$ cat src/rtl/bitmap_contiguous_piece_allocator_macros.svh
// Assertion helpers for the piece allocator.
`ifndef BITMAP_CONTIGUOUS_PIECE_ALLOCATOR_MACROS_SVH
`define BITMAP_CONTIGUOUS_PIECE_ALLOCATOR_MACROS_SVH

// same-cycle implication
`define BCPA_ASSERT_NOW(lbl, clk, rst_n, ante, cons) \
    lbl: assert property (@(posedge clk) disable iff (!rst_n) (ante) |-> (cons)) \
        else $error("allocator check failed");

// next-cycle implication
`define BCPA_ASSERT_NEXT(lbl, clk, rst_n, ante, cons) \
    lbl: assert property (@(posedge clk) disable iff (!rst_n) (ante) |=> (cons)) \
        else $error("allocator check failed");

`endif

$ cat src/rtl/bcpa_pkg.sv
package bcpa_pkg;

    localparam int NUM_PIECES_DEF = 4096;
    localparam int PIECE_BYTES    = 16;
    localparam int MAP_WORD_BITS  = 32;
    localparam logic [26:0] MAX_REQUEST = 27'd67108864;

    localparam logic [1:0] FUNC_ALLOC = 2'd0;
    localparam logic [1:0] FUNC_FREE  = 2'd1;
    localparam logic [1:0] FUNC_SIZE  = 2'd2;

    localparam logic [1:0] ST_OK     = 2'd0;
    localparam logic [1:0] ST_ZERO   = 2'd1;
    localparam logic [1:0] ST_NOROOM = 2'd2;
    localparam logic [1:0] ST_BADPTR = 2'd3;

    typedef struct packed {
        logic [1:0]  func;
        logic [26:0] req_bytes;
        logic [16:0] user_offset;
    } t_in_item;

    typedef struct packed {
        logic [1:0]  status;
        logic [16:0] alloc_offset;
        logic [15:0] usable_bytes;
        logic [12:0] free_pieces_left;
    } t_out_item;

    typedef enum logic [3:0] {
        S_CLEAR,
        S_IDLE,
        S_DECODE,
        S_LOOK,
        S_LOOKCHK,
        S_SCAN_RD,
        S_SCAN,
        S_MARK_INIT,
        S_MARK_RD,
        S_MARK_WR,
        S_FIN,
        S_DONE
    } t_state;

    typedef struct packed {
        logic       idle;
        logic       load_in;
        logic       clr_step;
        logic       scan_init;
        logic       scan_step;
        logic       word_next;
        logic       map_rd;
        logic       map_wr;
        logic       rlt_rd;
        logic       lk_take;
        logic       mark_init;
        logic       fin;
        logic       res_load;
        logic [1:0] res_status;
    } t_cmd;

    typedef struct packed {
        logic       clr_done;
        logic [1:0] func;
        logic       zero;
        logic       toobig;
        logic       nofit;
        logic       badoff;
        logic       rlt_zero;
        logic       hit;
        logic       chunk_last;
        logic       word_last;
        logic       mark_last;
        logic       out_free;
    } t_sts;

endpackage

$ cat src/rtl/bcpa_ctrl.sv
`include "bitmap_contiguous_piece_allocator_macros.svh"

module bcpa_ctrl
    import bcpa_pkg::*;
(
    input  logic i_clk,
    input  logic i_rst_n,
    input  logic i_in_valid,
    input  t_sts i_sts,
    output t_cmd o_cmd
);

    t_state     r_state, n_state;
    logic [1:0] r_res_st, n_res_st;

    always_ff @(posedge i_clk) begin
        if (!i_rst_n) begin
            r_state  <= S_CLEAR;
            r_res_st <= ST_OK;
        end else begin
            r_state  <= n_state;
            r_res_st <= n_res_st;
        end
    end

    always_comb begin
        n_state  = r_state;
        n_res_st = r_res_st;
        o_cmd    = '0;
        case (r_state)
            S_CLEAR: begin
                o_cmd.clr_step = 1'b1;
                if (i_sts.clr_done) n_state = S_IDLE;
            end
            S_IDLE: begin
                o_cmd.idle = 1'b1;
                if (i_in_valid) begin
                    o_cmd.load_in = 1'b1;
                    n_state       = S_DECODE;
                end
            end
            S_DECODE: begin
                n_state  = S_DONE;
                n_res_st = ST_OK;
                case (i_sts.func)
                    FUNC_ALLOC: begin
                        if (i_sts.zero) begin
                            n_res_st = ST_ZERO;
                        end else if (i_sts.toobig || i_sts.nofit) begin
                            n_res_st = ST_NOROOM;
                        end else begin
                            o_cmd.scan_init = 1'b1;
                            n_state         = S_SCAN_RD;
                        end
                    end
                    FUNC_FREE, FUNC_SIZE: begin
                        if (i_sts.badoff) begin
                            n_res_st = ST_BADPTR;
                        end else begin
                            o_cmd.rlt_rd = 1'b1;
                            n_state      = S_LOOK;
                        end
                    end
                    default: n_res_st = ST_OK;
                endcase
            end
            S_LOOK: n_state = S_LOOKCHK;
            S_LOOKCHK: begin
                o_cmd.lk_take = 1'b1;
                n_res_st      = ST_OK;
                if (i_sts.rlt_zero) begin
                    n_res_st = ST_BADPTR;
                    n_state  = S_DONE;
                end else if (i_sts.func == FUNC_SIZE) begin
                    n_state = S_DONE;
                end else begin
                    n_state = S_MARK_INIT;
                end
            end
            S_SCAN_RD: begin
                o_cmd.map_rd = 1'b1;
                n_state      = S_SCAN;
            end
            S_SCAN: begin
                o_cmd.scan_step = 1'b1;
                if (i_sts.hit) begin
                    n_state = S_MARK_INIT;
                end else if (i_sts.chunk_last) begin
                    if (i_sts.word_last) begin
                        n_res_st = ST_NOROOM;
                        n_state  = S_DONE;
                    end else begin
                        o_cmd.word_next = 1'b1;
                        n_state         = S_SCAN_RD;
                    end
                end
            end
            S_MARK_INIT: begin
                o_cmd.mark_init = 1'b1;
                n_state         = S_MARK_RD;
            end
            S_MARK_RD: begin
                o_cmd.map_rd = 1'b1;
                n_state      = S_MARK_WR;
            end
            S_MARK_WR: begin
                o_cmd.map_wr = 1'b1;
                if (i_sts.mark_last) begin
                    n_state = S_FIN;
                end else begin
                    o_cmd.word_next = 1'b1;
                    n_state         = S_MARK_RD;
                end
            end
            S_FIN: begin
                o_cmd.fin = 1'b1;
                n_res_st  = ST_OK;
                n_state   = S_DONE;
            end
            S_DONE: begin
                o_cmd.res_status = r_res_st;
                if (i_sts.out_free) begin
                    o_cmd.res_load = 1'b1;
                    n_state        = S_IDLE;
                end
            end
            default: n_state = S_IDLE;
        endcase
    end

    `BCPA_ASSERT_NEXT(a_hit_marks, i_clk, i_rst_n, (r_state == S_SCAN) && i_sts.hit, r_state == S_MARK_INIT)
    `BCPA_ASSERT_NOW(a_load_idle, i_clk, i_rst_n, o_cmd.load_in, r_state == S_IDLE)
    `BCPA_ASSERT_NEXT(a_wr_follows_rd, i_clk, i_rst_n, (r_state == S_MARK_RD), o_cmd.map_wr)

endmodule

$ cat config.mk
export PLATFORM = sky130hd
export DESIGN_NAME = bcpa_ctrl
export DESIGN_NICKNAME = d
export VERILOG_FILES = /design/src/rtl/bcpa_pkg.sv /design/src/rtl/bcpa_ctrl.sv
export VERILOG_INCLUDE_DIRS = /design/src /design/src/rtl
export SDC_FILE = /design/constraint.sdc
export NUM_CORES = 1
export LEC_CHECK = 0
export ABC_AREA = 0
export CORE_MARGIN = 2
export CORE_UTILIZATION = 55
export CTS_CLUSTER_DIAMETER = 60
export DETAILED_ROUTE_END_ITERATION = 6
export DONT_BUFFER_PORTS = 1
export GPL_TIMING_DRIVEN = 0
export PLACE_DENSITY_LB_ADDON = 0.15
export REMOVE_ABC_BUFFERS = 1
export SYNTH_ARGS = -nofsm -noshare
export SYNTH_HDL_FRONTEND = slang
export SYNTH_SLANG_ARGS = --single-unit
$ cat constraint.sdc
create_clock -name i_clk -period 1.46 [get_ports i_clk]
set_clock_uncertainty 0.1 [all_clocks]
set_input_delay 0.292 -clock i_clk [delete_from_list [all_inputs] [get_ports i_clk]]
set_output_delay 0.292 -clock i_clk [all_outputs]
set_load 0.02 [all_outputs]
== Word level (Yosys, flattened, before mapping) ==
Index checks and enable logic that the tools add are counted.

* Eq/ne operators: 20
* Multiplexer cells: 46
* Reduce and logical (&&, ||, !) cells: 8

{| class="wikitable"
|+ Operator list
! kind !! number
|-
| 4-bit one-hot mux with 12 select lines || 1
|-
| 4-bit 2-to-1 mux || 11
|-
| 1-bit 2-to-1 mux || 20
|-
| 2-bit 2-to-1 mux || 9
|-
| 4-bit by 3-bit == test with 1-bit output (second input constant) || 4
|-
| 4-bit == test (second input constant) || 4
|-
| 2-bit != test (second input constant) || 6
|-
| 4-bit by 2-bit == test with 1-bit output (second input constant) || 2
|-
| 2-bit one-hot mux with 4 select lines || 1
|-
| 4-bit one-hot mux with 2 select lines || 1
|-
| 4-bit AND reduction || 2
|-
| 4-bit by 1-bit == test with 1-bit output (second input constant) || 1
|-
| 4-bit zero test || 1
|-
| 2-bit one-hot mux with 2 select lines || 1
|-
| 4-bit nonzero test || 1
|-
| 2-bit OR reduction || 2
|-
| 3-bit 2-to-1 mux || 1
|-
| 3-bit != test (second input constant) || 1
|-
| 2-bit by 1-bit == test with 1-bit output (second input constant) || 1
|-
| 2-bit == test (second input constant) || 1
|-
| 2-bit zero test || 1
|-
| 1-bit one-hot mux with 2 select lines || 1
|-
| 1-bit logical OR || 1
|}

* Register bits: 6
* Output and inout bits: 15

== Logic depth before layout (Yosys ltp) ==
Gate-level depths: netlist of run 1.

* Word-level depth: 5
* Depth in mapped cells: 6
* Depth with buffers taken out: 6

== Least setup slack after synthesis of run 1 ==
OpenSTA, ideal clock, no wires.

* Path type: register -> output
* Start: reg r_state[2]
* End: out o_cmd[13] (netlist bit)
* Data arrival time: 1.534 ns
* Data required time: 1.068 ns
* Path slack: -0.466 ns
* Stages on the path, launching flop included: 5
* Buffers on the path: 1
* Path through: dfxtp_1 > buf_4 > nand2b_1 > nor3_1 > and2_1

{| class="wikitable"
|+ RTL lines
! what !! RTL line !! RTL
|-
| from (decl) || bcpa_ctrl.sv:13 || <nowiki>t_state r_state, n_state;</nowiki>
|-
| from (signal assigned) || bcpa_ctrl.sv:21 || <nowiki>r_state <= n_state;</nowiki>
|-
| to (decl) || bcpa_ctrl.sv:10 || <nowiki>output t_cmd o_cmd</nowiki>
|}

==> impl_results.md, run 1 <==
- PortBufs: 0
- CP arrival: 1410 ps
- Worst-margin pin slew: 489.4 ps
- Vias in the first global route: 914
- Crit path cell chain: buf_12 -> nor4b_4 -> and3b_2
- Part of the power in registers: 29.8%
- Final worst-path setup slack: -339.0 ps
- Minimum clock period after layout: 1799 ps
- Largest net degree at the start of global routing: 12
- Hold Crit Class: in -> reg
- Layout cells sized above 1: 54.10%
- Crit Path Class: reg -> out
- Via/cell ratio: 7.606
- Gpl congestion: 0.8651
- Setup TNS: -3911 ps
- Core Util, Final: 89.06%
- Die X-Extent: 42.51 um
- Outcome: finished with violations
- Num rows: 13
- Sequential fraction of the synthesis area: 14.72%
- Yosys warns: 0
- Post-route DRC: 0
- RSZ-0062 raised after global routing: yes
- Clock share of power: 26.9%
- Crit path launch type: flop
- Synth cell count leaders: 8 x nor3_1, 7 x inv_1, 7 x nor2_1
- Initial DRC Count: 64
- CP Capture Type: output pin
- WP buf/inv: 1
- Final setup fails: 21
- Max-cap violations: 0
- Root Driver: clkbuf_4
- DIE AREA: 1807 um^2
- Htree depth: 1
- Max IR drop VDD: 585.2 uV
- Via count: 1042
- Number of enable flip-flop cells after synthesis: 0
- Yosys top cell area share: 14.72%
- CTS Buf Count: 3
- Setup WS pre-CTS: -803.7 ps
- Final nets: 143
- P_int: 0.0003913 W
- Cells after Synth: 108
- Grt total ovfl: 0
- Max transition margin: 67.13%
- PwrDens: 541.4 nW/um^2
- Core region area: 1350 um^2
- Antenna violations before repair: 0
- Failing checks: setup timing
- Worst path max stage delay: 400 ps
- Slowest-stage cell, CP: dfxtp_4
- I/O Pins: 31
- CTS tree: built
- Area grow syn2layout: 47.39%
- FFs w/ async S/R, synth: 0%
- CTS clk-pin slew, worst paths: 60 ps
- Largest cells by area after synthesis: dfxtp_1 15%, nor3_1 4.9%, ha_1 4.6%
- Main synth FF type: dfxtp_1
- Insertion delay to the later sink of the worst-skew pair: 260 ps
- Clock buffer depth: 2
- Mapped Avg Cell Area: 7.554 um^2
- Filler cell count: 68
- Drt first pass iters: 6
- Clk sinks: 6
- DIE HEIGHT: 42.51 um
- Hold Slack: 82.46 ps
- Global-route wire length before repair: 4057 um
- Leakage: 0.4704 nW
- F_max: 555.9 MHz
- Starting density of the core: 60.43%
- Final Cycle Share: 123.2%
- Number of library cell types mapped by synthesis: 46
- Logic gate share of total power: 43.3%
- Worst path required time: 1070 ps
- Sw Pwr: 0.0002597 W
- Max Slew Vio Count: 0
- GRT Resource Usage Total: 29.51%
- Final Hold Vio Count: 0
- Most common cell in the netlist: nor3_1
- Post-route ant nets: 0
- Hold Buf Count CTS: 0
- Switching part of the total: 39.89%
- Dominant cell type by area after synthesis: dfxtp_1
- Post-DP HPWL: 1403 um
- Max FO, Critical Path: 9
- Synth Cell Area: 815.8 um^2
- Diode count: 0
- DRT Wirelength: 3269 um
- Largest delay share family, worst path: simple AND/OR/NAND/NOR gates
- Synth Register Bits: 6
- Avg WL per Cell: 23.86 um
## layout by cell type (no fill, tap or decap), drive strengths merged, types with 2 or more instances in the layout
| cell type | count |
|---|---|
| ha | 3 |
| clkbuf | 3 |
| nor4 | 2 |
| and3 | 2 |
| buf | 18 |
| a211oi | 2 |
| a21oi | 6 |
| inv | 9 |
| dfxtp | 6 |
| and3b | 2 |
| and2 | 3 |
| nor3 | 8 |
| o211ai | 2 |
| nand2b | 2 |
| a31oi | 2 |
| nor2b | 5 |
| o21ai | 8 |
| or2 | 2 |
| a22oi | 2 |
| nor2 | 7 |
| nand2 | 4 |
| nand3 | 5 |
## what timing repair did
action                                  CTS  global route
pin swaps                                11             8
endpoints found under the setup margin   21            21
setup buffers                            14             4
gates resized for setup                  54            17
## worst paths after layout
| kind | from | to | slack [ps] | depth (start not counted) |
|---|---|---|---|---|
| worst min register to register | r_res_st[1] | r_res_st[1] | 420 | 2 |
| worst max-delay path | r_state[0] | o_cmd[6] | -340 | 3 |
| worst max register to register | r_state[0] | r_state[3] | -290 | 7 |
| worst min-delay path | i_rst_n | r_state[2] | 80 | 1 |
## cells by family after synthesis
| kind of cell | count (synthesis) | share of synthesized area, % |
|---|---|---|
| AOI/OAI and AO/OA | 34 | 30.21 |
| adders and majority gates | 3 | 4.602 |
| buffers and inverters | 16 | 10.43 |
| DFF | 6 | 14.72 |
| muxes | 1 | 1.227 |
| and+or+nand+nor | 48 | 38.80 |
## per-stage QoR
stage | power, W | cell area [um^2] | std cells
2_1_floorplan | 0.0003215 | 764.5 | 101
3_3_place_gp | 0.0003469 | 783.3 | 116
3_5_place_dp | 0.0003479 | 783.3 | 116
4_1_cts | 0.0006021 | 1104 | 133
5_1_grt | 0.0006755 | 1202 | 137
6_report | 0.0006510 | 1202 | 137
## sequential cells by signal (all words and copies together) (netlist names)
register / flops
r_res_st: 2
r_state: 4
## metal layers
metal	track usage, %	vias to the layer above	part of all wire [%]	routed length, um
met5	0	-	0	0
met4	13.75	0	4.4	144
met3	5.172	19	9.5	312
met2	47.69	87	49	1608
met1	37.66	494	37	1204
li1	-	442	-	-
## layout make-up
cell class / count / area (um^2) / area share (%)
clock buffer: 3 / 22.52 / 1.873
inverter: 9 / 38.79 / 3.226
multi-input combinational: 86 / 802.0 / 66.70
timing repair buffer: 18 / 185.2 / 15.40
tap: 15 / 18.77 / 1.561
sequential: 6 / 135.1 / 11.24
## worst reg2reg max path, stage by stage (launching register included)
cell,delay [ps]
dfxtp_4,400
buf_12,150
nor4b_4,290
buf_4,170
buf_6,80
buf_6,80
o21ai_1,80
a311oi_2,280
## power groups by stage
stage	logic (W)	registers, W	clock network, W
floorplan	0.000122	0.000199	0
global placement	0.000140	0.000207	0
detailed placement	0.000141	0.000207	0
global route	0.000296	0.000195	0.000185
finish	0.000282	0.000194	0.000175
CTS	0.000235	0.000194	0.000174
Power figures use the tool's default switching activity.
==> run 2: changes to the inputs <==
--- a/config.mk
+++ b/config.mk
@@ -15,3 +15,3 @@
 export GPL_TIMING_DRIVEN = 0
-export PLACE_DENSITY_LB_ADDON = 0.15
+export PLACE_DENSITY = 0.73
 export REMOVE_ABC_BUFFERS = 1
--- a/constraint.sdc
+++ b/constraint.sdc
@@ -4,2 +4,2 @@
 set_output_delay 0.292 -clock i_clk [all_outputs]
-set_load 0.02 [all_outputs]
+set_load 0.1 [all_outputs]
==> impl_results.md, run 2 <==
- Clock buffer depth: 2
- Gpl congestion: 0.7924
- Hold Buf Count CTS: 0
- I/O Pins: 31
- FFs w/ async S/R, synth: 0%
- Sequential fraction of the synthesis area: 14.72%
- Dominant cell type by area after synthesis: dfxtp_1
- Post-CTS sizing: 64
- Setup WS pre-CTS: -1674 ps
- Cells after Synth: 108
- Outcome: aborted with a tool error
- Largest cells by area after synthesis: dfxtp_1 15%, nor3_1 4.9%, ha_1 4.6%
- Most common cell in the netlist: nor3_1
- Htree depth: 1
- Log Error: [ERROR DPL-0033] detailed placement checks failed during check placement.
- Clk sinks: 6
- Starting density of the core: 60.43%
- Root Driver: clkbuf_4
- Number of library cell types mapped by synthesis: 46
- Number of enable flip-flop cells after synthesis: 0
- DIE HEIGHT: 42.51 um
- Synth Register Bits: 6
- Failing step: 4_1_cts
- Main synth FF type: dfxtp_1
- Num rows: 13
- PortBufs: 0
- Mapped Avg Cell Area: 7.554 um^2
- Synth cell count leaders: 8 x nor3_1, 7 x inv_1, 7 x nor2_1
- Yosys warns: 0
- Post-DP HPWL: 1513 um
- Post-CTS Setup Bufs: 26
- Yosys top cell area share: 14.72%
- Synth Cell Area: 815.8 um^2
- Die X-Extent: 42.51 um
- CTS Buf Count: 3
[run 2: cell counts after synthesis]
Identical to the previous run, type by type.
[run 2: cells by family after synthesis]
group | synth area share [%]
flops | 14.72
fa+ha+maj | 4.602
simple gates | 38.80
buf+inv | 10.43
mux | 1.227
compound gates | 30.21
[run 2: stage by stage]
stage	utilization [%]	cells	instance area, um^2
3_5_place_dp	64.50	120	870.8
3_3_place_gp	58.02	116	783.3
2_1_floorplan	-	101	764.5
==> run 3: changes to the inputs <==
CORE_AREA = 2 2 63 65   (was not set)
CORE_MARGIN = not set   (was 2)
CORE_UTILIZATION = not set   (was 55)
CTS_CLUSTER_DIAMETER = not set   (was 60)
DIE_AREA = 0 0 65 67   (was not set)
PLACE_DENSITY = not set   (was 0.73)
PLACE_DENSITY_LB_ADDON = 0.15   (was not set)
clock period = 1.9 ns   (was 1.46 ns; I/O delays follow)
==> impl_results.md, run 3 (synthesis gave the netlist of run 1 again) <==
- Filler cell count: 387
- Worst r2r src: r_state[0]
- Leakage: 0.5611 nW
- Final setup fails: 5
- Minimum clock period after layout: 2277 ps
- RSZ-0062 raised after global routing: yes
- DIE HEIGHT: 67 um
- Worst path required time: 1420 ps
- Failing checks: setup timing
- Commonest non-fill, non-tap cell in the layout: buf_4
- CTS clk-pin slew, worst paths: 40 ps
- Cells after DPL: 153
- Starting density of the core: 22.62%
- Via count: 1011
- Outcome: finished with violations
- CP arrival: 1800 ps
- Drt first pass iters: 4
- Avg WL per Cell: 16.73 um
- Final std cells w/o fill: 187
- Crit path launch type: flop
- Final worst-path setup slack: -376.7 ps
- Vias in the first global route: 941
- CP Capture Type: output pin
- Area grow syn2layout: 69.63%
- GRT Resource Usage Total: 13.85%
- Core region area: 3606 um^2
- Num rows: 22
- Hold Slack: 169.4 ps
- Diode count: 0
- Max IR drop VDD: 135.2 uV
- Layout cells sized above 1: 52.52%
- Overall Power: 0.0006654 W
- CP startpoint: r_state[0]
- Max FO, Critical Path: 5
- DIE AREA: 4355 um^2
- Root Driver: clkbuf_8
- Worst-margin pin slew: 704.9 ps
- Insertion delay to the later sink of the worst-skew pair: 230 ps
- Worst hold path startpoint: i_rst_n
- Final Cycle Share: 119.8%
- CTS tree: built
- Largest net degree at the start of global routing: 12
- F_max: 439.2 MHz
- Clock buffer depth: 2
- Antenna violations before repair: 0
- Gpl congestion: 0.7752
- Clk sinks: 6
- Die X-Extent: 65 um
- Global-route wire length before repair: 4540 um
- Via/cell ratio: 5.406
- Post-route DRC: 0
- Largest regs: r_state (4), r_res_st (2)
- Flip-flop count of the largest register after layout: 4
- Grt total ovfl: 0
- Crit Path Class: reg -> out
- Final Hold Vio Count: 0
- Max transition margin: 52.90%
- Hold Crit Class: in -> reg
- Max Slew Vio Count: 0
- Initial DRC Count: 29
- PwrDens: 480.8 nW/um^2
- Max-cap violations: 0
- DRT Wirelength: 3129 um
- Most frequent cells in the layout: 22 x buf_4, 6 x buf_6
- Reg with most FFs: r_state
- Final nets: 160
- PortBufs: 0
- Hold Buf Count CTS: 0
- CTS Buf Count: 3
- I/O Pins: 31
- Post-route ant nets: 0
- Htree depth: 1
- Post-DP HPWL: 1867 um
-- run 3: critical path: stages, from the launching register on --
cell and delay, ps:
dfxtp_4 370, nor2b_1 190, and3_2 560, a32o_4 430
-- run 3: layout make-up --
type	instances	area [um^2]	share of cell area [%]
flip-flops and latches	6	135.1	9.765
well taps	48	60.06	4.340
clock buffers	3	41.29	2.984
multi-input cells	86	753.2	54.43
inverters	9	37.54	2.712
repair buffers	35	356.6	25.77
-- run 3: repair_timing --
action	CTS	global route
buffers inserted	20	9
resized for setup	37	11
setup endpoints to repair	20	11
pin swaps	10	7
endpoints found under the hold margin	0	0
-- run 3: final timing paths --
kind                                    end  slack [ps]  cells after the start
worst max-delay path               o_cmd[9]        -380                      3
worst min register to register  r_res_st[1]         410                      2
worst min-delay path             r_state[2]         170                      1
worst max register to register  r_res_st[0]          70                      7
-- run 3: layer usage --
metal	GRT usage (%)	share of wire (%)	vias up
li1	-	-	471
met2	23.84	49	45
met3	4.223	7.7	11
met1	16.21	42	484
met5	0	0	-
met4	4.787	1.5	0
-- run 3: per-stage QoR --
step | setup TNS [ps] | setup WS [ps] | util, % | area (um^2)
after global routing | -1720 | -412.2 | 38.38 | 1384
after floorplan | -19460 | -2403 | - | 764.5
final | -1425 | -376.7 | 38.38 | 1384
after global placement | -24840 | -2685 | 22.87 | 824.5
after detailed placement | -11360 | -1385 | 25.64 | 924.6
after CTS | -2853 | -474.5 | 34.11 | 1230
-- run 3: report_power, final --
group	leakage (nW)	switching, W	internal, W	total (W)
Clock	0.0216	0.0000603	0.000137	0.000197
Sequential	0.0517	0.0000105	0.000131	0.000142
Combinational	0.488	0.000187	0.000140	0.000327
